$ cat src/rtl/tgst_pkg.sv
`timescale 1ns / 1ps
// shared types and constants for the toroidal grid slot table
// no dependencies; imported by every module of the block
package tgst_pkg;

    localparam int ID_W   = 8;
    localparam int SIDE_W = 5;  // width of the grid side register
    localparam int DIV_W  = 9;  // dividend width of the shared divider
    localparam int DATA_W = 5;  // config write data, widest register

    localparam logic [ID_W-1:0] EMPTY_ID = 8'hFF;

    localparam logic REG_GRID_SIDE    = 1'b0;
    localparam logic REG_SLOTS_IN_USE = 1'b1;

    typedef enum logic [2:0] {
        OP_READ_SLOT  = 3'd0,
        OP_READ_BOX   = 3'd1,
        OP_INSERT     = 3'd2,
        OP_REMOVE     = 3'd3,
        OP_CLEAR_BOX  = 3'd4,
        OP_CLEAR_ALL  = 3'd5,
        OP_ADD_OFFSET = 3'd6,
        OP_SET_OFFSET = 3'd7
    } op_t;

    typedef struct packed {
        logic              start;
        logic [DIV_W-1:0]  dividend;
        logic [SIDE_W-1:0] divisor;
    } div_req_t;

    typedef struct packed {
        logic              done;
        logic [DIV_W-1:0]  quot;
        logic [SIDE_W-1:0] rem;
    } div_rsp_t;

endpackage

$ cat src/rtl/tgst_boxop.sv
`timescale 1ns / 1ps
// rewrites one box row: insert with shift, or remove an id with renumbering
// depends on tgst_pkg for the id width and the empty marker
module tgst_boxop import tgst_pkg::*; #(
    parameter int SLOTS_PER_BOX = 4,
    parameter int USED_W        = 3
) (
    input  logic [SLOTS_PER_BOX*ID_W-1:0] row_in,
    input  logic                          is_remove,
    input  logic [ID_W-1:0]               id,
    input  logic [1:0]                    slot,
    input  logic [USED_W-1:0]             used,
    output logic [SLOTS_PER_BOX*ID_W-1:0] row_out
);

    logic [ID_W-1:0] box [SLOTS_PER_BOX];
    logic [ID_W-1:0] ins [SLOTS_PER_BOX];

    // remove: compact on each match, then renumber and empty the last live slot
    always_comb begin
        for (int i = 0; i < SLOTS_PER_BOX; i++) begin
            box[i] = row_in[i*ID_W +: ID_W];
        end
        for (int j = 0; j < SLOTS_PER_BOX; j++) begin
            if (j < int'(used) && box[j] == id) begin
                for (int w = 0; w < SLOTS_PER_BOX - 1; w++) begin
                    if (w >= j && w + 1 < int'(used)) begin
                        box[w] = box[w+1];
                    end
                end
                for (int k = 0; k < SLOTS_PER_BOX; k++) begin
                    if (k == int'(used) - 1) begin
                        box[k] = EMPTY_ID;
                    end
                end
            end
        end
        for (int j = 0; j < SLOTS_PER_BOX; j++) begin
            if (j + 1 < int'(used) && box[j] != EMPTY_ID && box[j] > id) begin
                box[j] = box[j] - 1'b1;
            end
            if (j == int'(used) - 1) begin
                box[j] = EMPTY_ID;
            end
        end
    end

    always_comb begin
        for (int i = 0; i < SLOTS_PER_BOX; i++) begin
            if (i < int'(slot)) begin
                ins[i] = row_in[i*ID_W +: ID_W];
            end else if (i == int'(slot)) begin
                ins[i] = id;
            end else if (i < int'(used)) begin
                ins[i] = row_in[(i-1)*ID_W +: ID_W];
            end else begin
                ins[i] = row_in[i*ID_W +: ID_W];
            end
        end
    end

    always_comb begin
        for (int i = 0; i < SLOTS_PER_BOX; i++) begin
            row_out[i*ID_W +: ID_W] = is_remove ? box[i] : ins[i];
        end
    end

endmodule

$ cat config.mk
export PLATFORM = sky130hd
export DESIGN_NAME = tgst_boxop
export DESIGN_NICKNAME = d
export VERILOG_FILES = /design/src/rtl/tgst_pkg.sv /design/src/rtl/tgst_boxop.sv
export SDC_FILE = /design/constraint.sdc
export NUM_CORES = 1
export LEC_CHECK = 0
export BUFFER_PORTS_ARGS = -buffer_cell sky130_fd_sc_hd__buf_2
export CAP_MARGIN = 20
export CORE_AREA = 10 10 142 144
export DETAILED_ROUTE_END_ITERATION = 16
export DIE_AREA = 0 0 152 154
export GPL_ROUTABILITY_DRIVEN = 0
export PLACE_DENSITY = 0.54
export SYNTH_ARGS = -nofsm -noshare
export SYNTH_HDL_FRONTEND = slang
export SYNTH_SLANG_ARGS = --single-unit
$ cat constraint.sdc
create_clock -name vclk -period 11.8
set_input_delay 1.77 -clock vclk [all_inputs]
set_output_delay 1.77 -clock vclk [all_outputs]
set_load 0.005 [all_outputs]
==> results.md, run 1 <==
* Number of port buffers at 78
* Final Hold Viols at 0
* WP data arrival at 9.44 ns
* Leak Pwr at 2.36 nW
* DRC at 0
* Antenna violations before repair at 0
* Hold path startpoint: row_in[23]
* IO Pins at 78
* Initial DRC Count at 974
* Status: finished clean
* CP top delay family: simple AND/OR/NAND/NOR gates
* Sw Share at 64.8%
* Postcts setup bufs at 0
* Synth Area in XOR/XNOR at 5.33%
* CP bufs+invs at 3
* Routed vias at 6696
* Post-route cell area at 0.00564 sq mm
* Critical Path RT at 10.03 ns
* N_diodes at 0
* Total negative slack at 0 ns
* Post-synth top area share at 10.1%
* Mean post-synth cell area at 6.57 sq um
* Number of global-route vias before repair at 6299
* Adder-cell share of the synthesized area at 10.1%
* Critical path endpoint category: primary output
* Non-Filler Instances at 1038
* Tot GR Track Use at 19.7%
* Routed WL at 25100 um
* MaxCap Viol Count at 0
* Core area at 0.0172 sq mm
* Metal3 WL at 2520 um
* Final Setup Violations at 0
* Starting Density at 29.6%
* Synthesized net count at 862
* P&R area growth vs syn at 10.8%
* Register area share after synthesis at 0%
* Peak VDD IR at 0.0000152 V
* WL/cell at 24.2 um
* Met2 wire length at 10800 um
* PD cells at 41.3 mW/mm^2
* Worst slew pin tran at 0.836 ns
* Layout cells sized above 1 at 18.1%
* Total chip power at 233 uW
* Ys Warns at 0
* Post-synthesis simple-gate area fraction at 33.9%
* Compound-Gate Fraction of Synth Area at 37.0%
* Sw Pwr at 151 uW
* Count of pins over their slew limit at 0
* CP max-delay cell: and4_1
* Total congestion overflow at 0
* Met1 WL at 10400 um
* Syn Inst Count at 775
* Min-Delay Endpoint: row_out[23]
* Setup CP Type: in -> out
* Highest routed metal layer: met4
* Hold_buf cts at 0
* Largest net degree at the start of global routing at 46
* Routed Antenna Nets at 0
* Placed cell count at 1038
* RSZ-0062 raised after global routing: false
* Post-DP HPWL at 19300 um
* Clock buffer count at 0
* Internal at 81.9 uW
* CP Launch Type: input port
* DIE HEIGHT at 154 um
* Most frequent cells in the layout: nor2_1 (84), nand2_1 (82), buf_2 (78), a21oi_1 (74), ha_1 (41)
* Distinct cells, synth at 97
* Vias per cell at 6.45
* Min Tclk post-route at 11.21 ns
* Commonest non-fill, non-tap cell in the layout: nor2_1
* CP dominant cell by count: nand2_1
* Crit-path max FO at 13
* Fmax at 0.0892 GHz
* Main combinational cell family by area after synthesis: compound AO/OA/AOI/OAI gates
* Die Width at 152 um
* Die area at 0.0234 sq mm
* Dpl cell area at 0.00564 sq mm
* Num rows at 48
* Hold Path Stages at 4
* FFs & Latches at 0
* Clock power share at 0%
* Largest area contributor in the netlist: ha_1
* Combinational Power Share at 100.0%
* Rel. slew slack at 44.2%
* Fill cell count at 1995
* Min-delay worst type: in -> out
* Initial DRT Pass Iterations at 6
* Sequential cell area at 0 sq um
* Global-route wire length before repair at 37900 um
* Nets at 902
* Final period utilization at 95.0%
* Synth top area cells: ha_1 (10%), a21oi_1 (7.3%), nor2_1 (6.2%), nand2_1 (6.0%), mux2i_1 (4.5%)
* Post-CTS sizing at 0
* CP peak stage delay at 0.50 ns
* Reg power frac at 0%
* Mux cell area share after synthesis at 6.96%
* Cell Area, Synth at 0.00509 sq mm
* Minimum hold slack at 4.01 ns
[synth_stat cells, types with 14 or more instances]
library cell,instances
a21oi_1,74
clkbuf_1,35
ha_1,41
inv_1,26
mux2i_1,23
nand2_1,82
nand2b_1,16
nand3_1,28
nand4_1,18
nor2_1,84
nor3_1,14
o21ai_0,32
o22ai_1,15
xnor2_1,18
[worst max path at each step]
stage             endpoint    start  slack (ns)  depth (start not counted)
4_1_cts        row_out[31]  used[2]        0.77                         29
2_1_floorplan  row_out[31]  used[1]        1.55                         31
6_report       row_out[31]  used[1]        0.59                         31
3_5_place_dp   row_out[31]  used[2]        0.83                         29
5_1_grt        row_out[31]  used[1]        0.13                         31
3_3_place_gp   row_out[31]  used[2]        0.91                         29
[area by class of cell]
cell class / instances / area (sq um) / share of cell area [%]
tap: 225 / 282 / 4.99
inverter: 28 / 105 / 1.86
multi-input combinational: 692 / 4750 / 84.2
timing repair buffer: 93 / 503 / 8.92
[through the flow]
stage          util (%)  setup slack (ns)
2_1_floorplan         -              1.55
3_3_place_gp       32.8             0.911
3_5_place_dp       32.8             0.833
4_1_cts            32.8             0.775
5_1_grt            32.8             0.135
6_report           32.8             0.589
[logic make-up (layout without fill, tap and decap cells)]
| kind of cell | after synthesis | after routing |
|---|---|---|
| AND/OR/NAND/NOR | 326 | 326 |
| AO/OA/AOI/OAI | 260 | 260 |
| buffers and inverters | 83 | 121 |
| adder cells (fa/ha/maj) | 41 | 41 |
| multiplexers | 34 | 34 |
| XOR/XNOR | 31 | 31 |
[power by group through the flow]
stage	clock network (mW)	registers (mW)	logic [mW]
after floorplan	0	0	0.148
after global placement	0	0	0.227
after detailed placement	0	0	0.225
after CTS	0	0	0.226
after global routing	0	0	0.250
final	0	0	0.233
[tightest hold or removal path, cell delays in order]
cell and delay, ns:
buf_2 0.18, nand2_1 0.09, a2bb2oi_1 0.07, buf_2 0.13
[routing by layer]
layer  vias to the layer above  global-route usage, %
met5                         -                      0
met3                       114                   3.15
li1                       3029                      -
met2                       479                   31.4
met4                         0                   8.76
met1                      3074                   25.5
No activity file was read; power rests on OpenSTA's default activity.
==> run 2, diff against run 1 <==
Settings changed: BUFFER_PORTS_ARGS -buffer_cell sky130_fd_sc_hd__buf_2 to unset, DONT_BUFFER_PORTS set to 1, PLACE_DENSITY 0.54 to 0.5.
==> run 2 against run 1 <==
Compared with the run above: count of clock-buffer cells in the layout unchanged; critical endpoint unchanged; wire length shrank 2.5%; largest cell class unchanged; worst setup slack worse by 0.065 ns; critical path depth is 3 lower; die area stayed put; worst hold slack worse by 0.34 ns; utilization is 2.6 points lower.
==> results.md, run 2 (synthesis gave the netlist of run 1 again) <==
* Critical Path RT at 10.03 ns (about the same)
* WL/cell at 25.7 um (+6.1%)
* Starting Density at 29.6% (unchanged)
* MaxCap Viol Count at 0 (unchanged)
* Min Tclk post-route at 11.28 ns (+0.0647 ns)
* DRC at 0 (unchanged)
* Die area at 0.0234 sq mm (unchanged)
* Final Setup Violations at 0 (unchanged)
* Routed WL at 24500 um (-2.5%)
* Total negative slack at 0 ns (unchanged)
* Nets at 816 (-9.5%)
* Routed vias at 6251 (-6.6%)
* Crit-path max FO at 13 (unchanged)
* Status: finished clean
* Rel. slew slack at 38.1% (-6.2 points)
* Min-delay worst type: in -> out
* Fill cell count at 1964 (-1.6%)
* CP max-delay cell: or4_4
* Initial DRC Count at 692 (-29%)
* WP data arrival at 9.51 ns (+0.07 ns)
* Area occupied by multi-input gates at 0.00476 sq mm (about the same)
* Fmax at 0.0887 GHz (-0.57%)
* Vias per cell at 6.55 (+1.6%)
* Commonest non-fill, non-tap cell in the layout: nor2_1
* Total congestion overflow at 0 (unchanged)
* Initial DRT Pass Iterations at 5 (-1)
* Sequential cell area at 0 sq um (unchanged)
* Routed Antenna Nets at 0 (unchanged)
* Hold_buf cts at 0 (unchanged)
* CP peak stage delay at 0.49 ns (about the same)
* CP Launch Type: input port
* IO Pins at 78 (unchanged)
* Worst slew pin tran at 0.923 ns (+0.0866 ns)
* Postcts setup bufs at 0 (unchanged)
* Post-DP HPWL at 18400 um (-4.2%)
* Global-route wire length before repair at 36800 um (-2.7%)
* RSZ-0062 raised after global routing: false
* DIE HEIGHT at 154 um (unchanged)
* Number of global-route vias before repair at 5937 (-5.7%)
* Count of pins over their slew limit at 0 (unchanged)
* P&R area growth vs syn at 2.16%
* Clock buffer count at 0 (unchanged)
* FFs & Latches at 0 (unchanged)
* Layout cells sized above 1 at 8.53% (-9.6 points)
* Critical path endpoint category: primary output
* Num rows at 48 (unchanged)
* Final Hold Viols at 0 (unchanged)
* Tot GR Track Use at 19.3% (-0.38 points)
* Die Width at 152 um (unchanged)
* Antenna violations before repair at 1 (+1)
* Number of port buffers at 0 (-100%)
* Most frequent cells in the layout: nor2_1 (84), nand2_1 (82), a21oi_1 (74), ha_1 (41), o21ai_0 (32)
* Setup CP Type: in -> out
* Largest net degree at the start of global routing at 46 (unchanged)
* Final period utilization at 95.6% (+0.55 points)
* Core area at 0.0172 sq mm (unchanged)
run 2: final timing paths:
check,start,end,slack [ns],cells past startpoint
hold / removal,row_in[31],row_out[31],3.67,2
setup / recovery,used[1],row_out[31],0.52,28
run 2: critical path: cells and delay by family:
family / cells / cell delay, ns
adder cells (fa/ha/maj): 2 / 0.69
AND/OR/NAND/NOR: 15 / 4.47
AO/OA/AOI/OAI: 9 / 1.80
multiplexers: 2 / 0.77
run 2: area by class of cell:
cell class                      count  area share [%]
Antenna cell                        2          0.0962
Inverter                           28            2.02
Multi-Input combinational cell    692            91.5
Tap cell                          225            5.41
Timing Repair Buffer                7            1.01
run 2: metrics by stage:
step	cell area (sq um)	worst slack (ns)	hold WS, ns	instances	util (%)
finish	5200	0.524	3.67	954	30.3
floorplan	5090	1.55	3.63	775	-
detailed placement	5190	0.644	3.67	952	30.2
global placement	5190	0.867	3.66	952	30.2
global route	5190	0.00996	3.69	952	30.2
CTS	5190	0.605	3.67	952	30.2
run 2: repair_timing:
item                                    4_1_cts  5_1_grt
endpoints found under the setup margin        0        1
hold endpoints to repair                      0        0
resized for setup                             0        1
run 2: layer usage:
layer | wire, um | global-route usage [%] | up-vias
li1 | - | - | 2855
met1 | 9940 | 25.1 | 2887
met2 | 10600 | 30.2 | 421
met3 | 2940 | 4.46 | 88
met4 | 994 | 7.38 | 0
met5 | 0 | 0 | -
