File: src/rtl/tgst_pkg.sv
`timescale 1ns / 1ps
// shared types and constants for the toroidal grid slot table
// no dependencies; imported by every module of the block
package tgst_pkg;

    localparam int ID_W   = 8;
    localparam int SIDE_W = 5;  // width of the grid side register
    localparam int DIV_W  = 9;  // dividend width of the shared divider
    localparam int DATA_W = 5;  // config write data, widest register

    localparam logic [ID_W-1:0] EMPTY_ID = 8'hFF;

    localparam logic REG_GRID_SIDE    = 1'b0;
    localparam logic REG_SLOTS_IN_USE = 1'b1;

    typedef enum logic [2:0] {
        OP_READ_SLOT  = 3'd0,
        OP_READ_BOX   = 3'd1,
        OP_INSERT     = 3'd2,
        OP_REMOVE     = 3'd3,
        OP_CLEAR_BOX  = 3'd4,
        OP_CLEAR_ALL  = 3'd5,
        OP_ADD_OFFSET = 3'd6,
        OP_SET_OFFSET = 3'd7
    } op_t;

    typedef struct packed {
        logic              start;
        logic [DIV_W-1:0]  dividend;
        logic [SIDE_W-1:0] divisor;
    } div_req_t;

    typedef struct packed {
        logic              done;
        logic [DIV_W-1:0]  quot;
        logic [SIDE_W-1:0] rem;
    } div_rsp_t;

endpackage

File: src/rtl/tgst_div.sv
`timescale 1ns / 1ps
// shared restoring divider, one quotient bit per cycle
// depends on tgst_pkg for the request and response structs
module tgst_div import tgst_pkg::*; (
    input  logic     aclk,
    input  logic     aresetn,
    input  div_req_t req,
    output div_rsp_t rsp
);

    localparam int CNT_W = $clog2(DIV_W + 1);

    logic [DIV_W-1:0]  quo_reg, quo_next;
    logic [SIDE_W-1:0] rem_reg, rem_next;
    logic [SIDE_W-1:0] dvs_reg, dvs_next;
    logic [CNT_W-1:0]  cnt_reg, cnt_next;
    logic              done_reg, done_next;
    logic [SIDE_W:0]   shifted;
    logic [SIDE_W:0]   trial;
    logic              fits;

    assign shifted = {rem_reg, quo_reg[DIV_W-1]};
    assign trial   = shifted - {1'b0, dvs_reg};
    assign fits    = shifted >= {1'b0, dvs_reg};

    always_comb begin
        quo_next  = quo_reg;
        rem_next  = rem_reg;
        dvs_next  = dvs_reg;
        cnt_next  = cnt_reg;
        done_next = 1'b0;
        if (req.start) begin
            quo_next = req.dividend;
            rem_next = '0;
            dvs_next = req.divisor;
            cnt_next = CNT_W'(DIV_W);
        end else if (cnt_reg != '0) begin
            rem_next  = fits ? trial[SIDE_W-1:0] : shifted[SIDE_W-1:0];
            quo_next  = {quo_reg[DIV_W-2:0], fits};
            cnt_next  = cnt_reg - 1'b1;
            done_next = (cnt_reg == CNT_W'(1));
        end
    end

    always_ff @(posedge aclk) begin
        if (!aresetn) begin
            cnt_reg  <= '0;
            done_reg <= 1'b0;
        end else begin
            cnt_reg  <= cnt_next;
            done_reg <= done_next;
        end
        quo_reg <= quo_next;
        rem_reg <= rem_next;
        dvs_reg <= dvs_next;
    end

    assign rsp.done = done_reg;
    assign rsp.quot = quo_reg;
    assign rsp.rem  = rem_reg;

endmodule

File: config.mk
export PLATFORM = sky130hd
export DESIGN_NAME = tgst_div
export DESIGN_NICKNAME = d
export VERILOG_FILES = /design/src/rtl/tgst_pkg.sv /design/src/rtl/tgst_div.sv
export SDC_FILE = /design/constraint.sdc
export NUM_CORES = 1
export LEC_CHECK = 0
export BUFFER_PORTS_ARGS = -buffer_cell sky130_fd_sc_hd__buf_2
export CORE_MARGIN = 3
export CORE_UTILIZATION = 47
export CTS_CLUSTER_SIZE = 30
export DETAILED_ROUTE_END_ITERATION = 12
export GPL_TIMING_DRIVEN = 0
export PLACE_DENSITY = 0.75
export SLEW_MARGIN = 20
export SYNTH_ARGS = -nofsm -noshare
export SYNTH_HDL_FRONTEND = slang
export SYNTH_SLANG_ARGS = --single-unit
File: constraint.sdc
create_clock -name aclk -period 2 [get_ports aclk]
set_input_delay 0.2 -clock aclk [delete_from_list [all_inputs] [get_ports aclk]]
set_output_delay 0.2 -clock aclk [all_outputs]
set_load 0.02 [all_outputs]
==> results of run 1 <==
-- repair_timing --
item / in CTS / in global routing
cloned: 0 / 0
setup endpoints to repair: 3 / 6
resized for setup: 1 / 8
setup buffers: 3 / 1
hold endpoints to repair: 0 / 0
pin swaps: 0 / 0
-- per-layer routing --
metal / track usage (%) / vias up / routed length [µm]
met4: 5.96 / 0 / 20
li1: - / 476 / -
met2: 28.7 / 33 / 1280
met1: 21.6 / 467 / 1160
met5: 0 / - / 0
met3: 3.56 / 2 / 147
-- layout make-up --
cell class                 instances  share of cell area, %
buffer                             4                   1.59
sequential                        24                   39.3
clock buffer                       4                   2.30
tap                               30                   2.38
inverter                          10                   2.38
timing repair buffer              35                   12.0
multi-input combinational         71                   40.0
-- metrics by stage --
stage          hold slack (ns)  area [µm²]  setup slack (ns)
2_1_floorplan            0.299        1280            -0.184
3_3_place_gp             0.376        1480            -0.165
3_5_place_dp             0.379        1480            -0.175
4_1_cts                 0.0479        1540            -0.137
5_1_grt                 0.0366        1580            -0.266
6_report                0.0636        1580            -0.164
-- power by group --
| part | leakage [nW] | internal, W | switching [W] | total [W] |
|---|---|---|---|---|
| combinational | 0.430 | 0.000369 | 0.000455 | 0.000824 |
| clock | 0.0210 | 0.000111 | 0.000136 | 0.000247 |
| sequential | 0.225 | 0.000627 | 0.0000709 | 0.000698 |
-- cells by family (layout without fill, tap and decap cells) --
| group | Yosys count | in the layout | share of synthesized area [%] |
|---|---|---|---|
| and+or+nand+nor | 30 | 30 | 14.5 |
| DFF | 24 | 24 | 48.9 |
| AOI/OAI and AO/OA | 20 | 20 | 12.2 |
| buffers and inverters | 14 | 53 | 4.93 |
| muxes | 10 | 10 | 8.88 |
| adders and majority gates | 8 | 8 | 8.48 |
| xor gates and xnor gates | 3 | 3 | 2.07 |
-- cells in the mapped netlist --
cell type,instances,area share (%)
o21ai_0,3,1.2
a21o_2,1,0.69
nor3_1,3,1.2
o21bai_1,1,0.59
o31ai_1,1,0.59
nand3b_1,6,3.6
a211oi_2,1,0.99
ha_1,7,6.9
nor4b_1,1,0.69
nand2b_1,3,1.5
nand4_1,1,0.49
xnor2_1,3,2.1
nor3b_2,1,0.99
nor4_1,1,0.49
o211ai_1,2,1.2
mux2_2,10,8.9
o31a_2,1,0.79
a2111oi_2,1,1.2
buf_4,2,1.2
buf_2,2,0.79
o22a_1,1,0.69
o311a_1,1,0.79
nor2_1,9,2.7
o21a_1,2,1.2
nand2_1,1,0.30
a211oi_1,2,1.2
inv_1,10,3.0
nor2_2,1,0.49
a21oi_1,2,0.79
dfxtp_1,10,16
o21ai_1,1,0.39
nor4bb_1,1,0.79
or3b_1,1,0.69
fa_1,1,1.6
or2_4,1,0.69
edfxtp_1,14,33
-- final timing paths --
check,start,end,slack [ns]
worst max-delay path,quo_reg[8]$_DFFE_PP_,quo_reg[0]$_DFFE_PP_,-0.16
worst min-delay path,req[3],dvs_reg[3]$_DFFE_PP_,0.06
worst max register to register,quo_reg[8]$_DFFE_PP_,quo_reg[0]$_DFFE_PP_,-0.16
worst min register to register,cnt_reg[1]$_SDFFE_PP0P_,cnt_reg[1]$_SDFFE_PP0P_,0.52
==> results.toml, run 1 <==
[outcome]
status = "finished, violations left"
violations = "setup timing"

[worst_setup_path]
start_kind = "flip-flop"
crit_chain = "inv_1 > ha_2 > inv_2 > fa_2 > a211oi_4 > nor2_4 > or2_4 > mux2_2"
worst_ep_required_time_ns = 2.07
timing.critical_path.buf_inv = 2
critical_path.top_delay_family = "adder cells"
arrival_ns = 2.24
critical_path.max_fanout = 4
critPathCaptureType = "flip-flop"
max_stage_delay_ns = 0.42
crit_cells = 8
crit_type = "flip-flop to flip-flop"
cp_slowest_cell = "edfxtp_1"
r2r_cells = 8

[clocking]
clk_pin_slew_ns = 0.12
htree_levels = 1
holdBufCountCts = 0
cts_sinks = 24
cts.path.max_buffers = 2
cts.root.buffer_cell = "clkbuf_4"
clkLatencyLatePin_ns = 0.30
cts_buffers = 3
cts_tree = "done"

[yosys]
netlist_area_um2 = 1270
yosys_warnings = 0
syn_inst = 109
avgSynthCellArea_um2 = 11.6
synth_seq_cells = 24
ys_seq_area_share_pct = 48.9
synth_nets = 134
ys_types = 36

[sta]
tightestPinTransition_ns = 0.519
setup_tns_ns = -0.487
hold_violations = 0
fin_ws_ns = -0.164
relSlewSlack_pct = 65.2
fmax_mhz = 462
skew_ns = 0.00103
finalSetupViolCount = 5
slew_viol_final = 0
fin_crit_ns = 2.16
rsz0062_at_grt = "true"
fin_crit_sh_pct = 108

[power]
p_per_area_nw_per_um2 = 1120
power.total_w = 0.00177
leakagePower_nw = 0.676
ir_worst_vdd_mv = 0.902

[floorplan]
die-area_um2 = 3360
start_util_pct = 50.3
rows = 18
core_area_um2 = 2520
io_pins = 32
die_w_um = 58.0
fp.dieH_um = 58.0

[drt]
ant_nets = 0
drt_iter0_drc = 45
avgViaCountPerCell = 5.49
routedWlPerCell_um = 14.6
vias = 978
wirelength_um = 2610
dr.pass1.iters = 4
drc_errors = 0

[place]
io_buffers = 31
dp_hpwl_um = 1950
gp_congestion = 0.844
dp.cells = 170

[grt]
gr-total-overflow = 0
antenna_found_initial = 0
grt_max_degree = 14
grt_usage_pct = 17.0
grt_pass1_vias = 1008
grt_pass1_wl_um = 4450

[final_layout]
largest_reg_flops = 9
synthToLayoutAreaGrowth_pct = 24.4
nFillCells = 212
drive_above_1_share_pct = 43.9
regArea_um2 = 621
num_antenna_cells = 0
utilization_pct = 62.5
multi_input_area_um2 = 632
layout_commonest_cell = "buf_2"
mostFrequentLayoutCells = "buf_2 (33), edfxtp_1 (14), mux2_2 (10), dfxtp_1 (10)"
num-nets-final = 174
final_cells = 178

[flow_run]
drv_cap = 0

[hold_path]
hold_depth = 1
hold_class = "primary input to flip-flop"
Power figures use the tool's default switching activity.
==> run 2: changes to the inputs <==
ABC_AREA = 1   (was not set)
==> run 2 against run 1 <==
Non-clock buffer count is 6 lower. Largest cell class is now registers. Sequential power about the same. Wire length fell by 5.6%. The flow now finishes without violations.
==> results.toml, run 2 <==
[outcome]
status = "finished clean"

[drt]
dr.pass1.iters = 4
ant_nets = 0
avgViaCountPerCell = 4.91
drt_iter0_drc = 33
routedWlPerCell_um = 11.7
wirelength_um = 2460
vias = 1031
drc_errors = 0

[clocking]
clk_pin_slew_ns = 0.14
cts.root.buffer_cell = "clkbuf_4"
clkLatencyLatePin_ns = 0.31
cts_sinks = 24
cts.path.max_buffers = 2
cts_setup_buffers = 0
postCtsResizedCells = 0
htree_levels = 1
cts_tree = "done"
cts_buffers = 3
holdBufCountCts = 0

[worst_setup_path]
max_stage_delay_ns = 0.42
critical_path.max_fanout = 8
crit_type = "flip-flop to flip-flop"
arrival_ns = 1.87
timing.critical_path.buf_inv = 2
start_kind = "flip-flop"
crit_chain = "inv_1 > ha_1 > inv_1 > fa_1 > nand2_1 > nand2_1 > nand3_4 > a31oi_1"
cp_slowest_cell = "edfxtp_1"
critical_path.top_delay_family = "adder cells"
critPathCaptureType = "flip-flop"
worst_ep_required_time_ns = 2.07

[power]
p_per_area_nw_per_um2 = 1210
pwr-share-seq_pct = 38.1
clkPwrFrac_pct = 18.7
power.total_w = 0.00183
p_sw_w = 0.000703
comb_power_share_pct = 43.2
switching_share_pct = 38.4
leakagePower_nw = 0.779
power.internal_w = 0.00113
ir_worst_vdd_mv = 0.844

[yosys]
synth_top_area_cell = "edfxtp_1"
syn_inst = 145
synth_common_cells = "nand2_1 (49), inv_1 (18), edfxtp_1 (14), nand3_1 (14), dfxtp_1 (10)"
yosys_warnings = 0
netlist_area_um2 = 1270
synth-edff-count = 14
synth_nets = 170
ys_seq_area_share_pct = 48.9
synth_flop_cell = "edfxtp_1"
ys_types = 25
synth_seq_cells = 24
yosys.area.top_type_share_pct = 33.1
synth_area_leaders = "edfxtp_1 (33%), dfxtp_1 (16%), nand2_1 (14%), ha_1 (6.9%), nand3_1 (5.5%)"
synth_most_common_cell = "nand2_1"
avgSynthCellArea_um2 = 8.76
synth-async-reset-ratio_pct = 0

[sta]
hold_ws_ns = 0.0486
fin_crit_sh_pct = 89.8
relSlewSlack_pct = 76.2
skew_ns = 0.0185
rsz0062_at_grt = "false"
slew_viol_final = 0
fin_ws_ns = 0.204
hold_violations = 0
fmax_mhz = 557
fin_crit_ns = 1.80
setup_tns_ns = 0
finalSetupViolCount = 0
tightestPinTransition_ns = 0.357

[floorplan]
die_w_um = 58.0
die-area_um2 = 3360
rows = 18
start_util_pct = 50.3
fp.dieH_um = 58.0
io_pins = 32
core_area_um2 = 2520

[final_layout]
num_antenna_cells = 0
num-nets-final = 206
layout_commonest_cell = "nand2_1"
drive_above_1_share_pct = 27.2
mostFrequentLayoutCells = "nand2_1 (49), buf_2 (32), inv_1 (18)"
synthToLayoutAreaGrowth_pct = 19.3
largest_reg_flops = 9

[hold_path]
hold_class = "primary input to flip-flop"

[place]
io_buffers = 31
gp_congestion = 0.939
dp_slack_ns = 0.232
dp_hpwl_um = 2030

[grt]
grt_usage_pct = 16.4
grt_pass1_vias = 1011
gr-total-overflow = 0
grt_max_degree = 15
antenna_found_initial = 0
grt_pass1_wl_um = 4310

[flow_run]
drv_cap = 0
-- run 2: changes by cell type after synthesis, sizes merged, moves of 4 or more --
| cell | change |
|---|---|
| a21oi | +5 |
| nand2 | +50 |
| mux2 | -10 |
| nand3 | +15 |
| inv | +10 |
| nand3b | -4 |
-- run 2: metrics by stage --
| step | area [µm²] | cells | utilization (%) |
|---|---|---|---|
| after global placement | 1460 | 206 | 58.0 |
| after floorplan | 1270 | 145 | - |
| after CTS | 1520 | 210 | 60.1 |
| final | 1520 | 210 | 60.1 |
| after detailed placement | 1460 | 206 | 58.0 |
| after global routing | 1520 | 210 | 60.1 |
-- run 2: worst paths after layout --
check / from / to / slack, ns / depth (start not counted)
max: quo_reg[8]$_DFFE_PP_ / quo_reg[0]$_DFFE_PP_ / 0.20 / 8
min reg2reg: rem_reg[4]$_SDFFE_PP0P_ / rem_reg[4]$_SDFFE_PP0P_ / 0.48 / 2
max reg2reg: quo_reg[8]$_DFFE_PP_ / quo_reg[0]$_DFFE_PP_ / 0.20 / 8
min: req[4] / dvs_reg[4]$_DFFE_PP_ / 0.05 / 1
-- run 2: kinds of logic after synthesis --
| group | count (synthesis) | share of synthesized area (%) |
|---|---|---|
| AOI/OAI and AO/OA | 9 | 3.64 |
| and+or+nand+nor | 80 | 31.1 |
| DFF | 24 | 48.9 |
| xor gates and xnor gates | 1 | 0.690 |
| adders and majority gates | 8 | 8.47 |
| buffers and inverters | 23 | 7.19 |
-- run 2: layout make-up --
| type | instances | area (µm²) |
|---|---|---|
| Buffer | 2 | 12.5 |
| Clock buffer | 3 | 22.5 |
| Clock inverter | 1 | 30.0 |
| Fill cell | 256 | 1010 |
| Inverter | 21 | 78.8 |
| Multi-Input combinational cell | 98 | 558 |
| Sequential cell | 24 | 621 |
| Tap cell | 30 | 37.5 |
| Timing Repair Buffer | 31 | 155 |
-- run 2: worst reg2reg max path, delay by kind of cell, from the launching register on --
family	cells	cell delay (ns)
AND/OR/NAND/NOR	3	0.32
AO/OA/AOI/OAI	1	0.12
buffers and inverters	2	0.16
flip-flops	1	0.42
adder cells (fa/ha/maj)	2	0.54
-- run 2: power by group through the flow --
stage	sequential (W)	clock (W)	combinational, W
2_1_floorplan	0.000793	0	0.000508
3_3_place_gp	0.000704	0	0.000758
3_5_place_dp	0.000711	0	0.000797
4_1_cts	0.000699	0.000353	0.000802
5_1_grt	0.000714	0.000368	0.000894
6_report	0.000698	0.000343	0.000791
-- run 2: routing by layer --
metal  vias to the layer above  routed length [µm]  global-route usage (%)
met5                         -                   0                       0
met4                         0                  12                    4.97
met3                         2                  60                    2.00
met2                        11                1390                    29.5
met1                       484                 993                    20.4
li1                        534                   -                       -
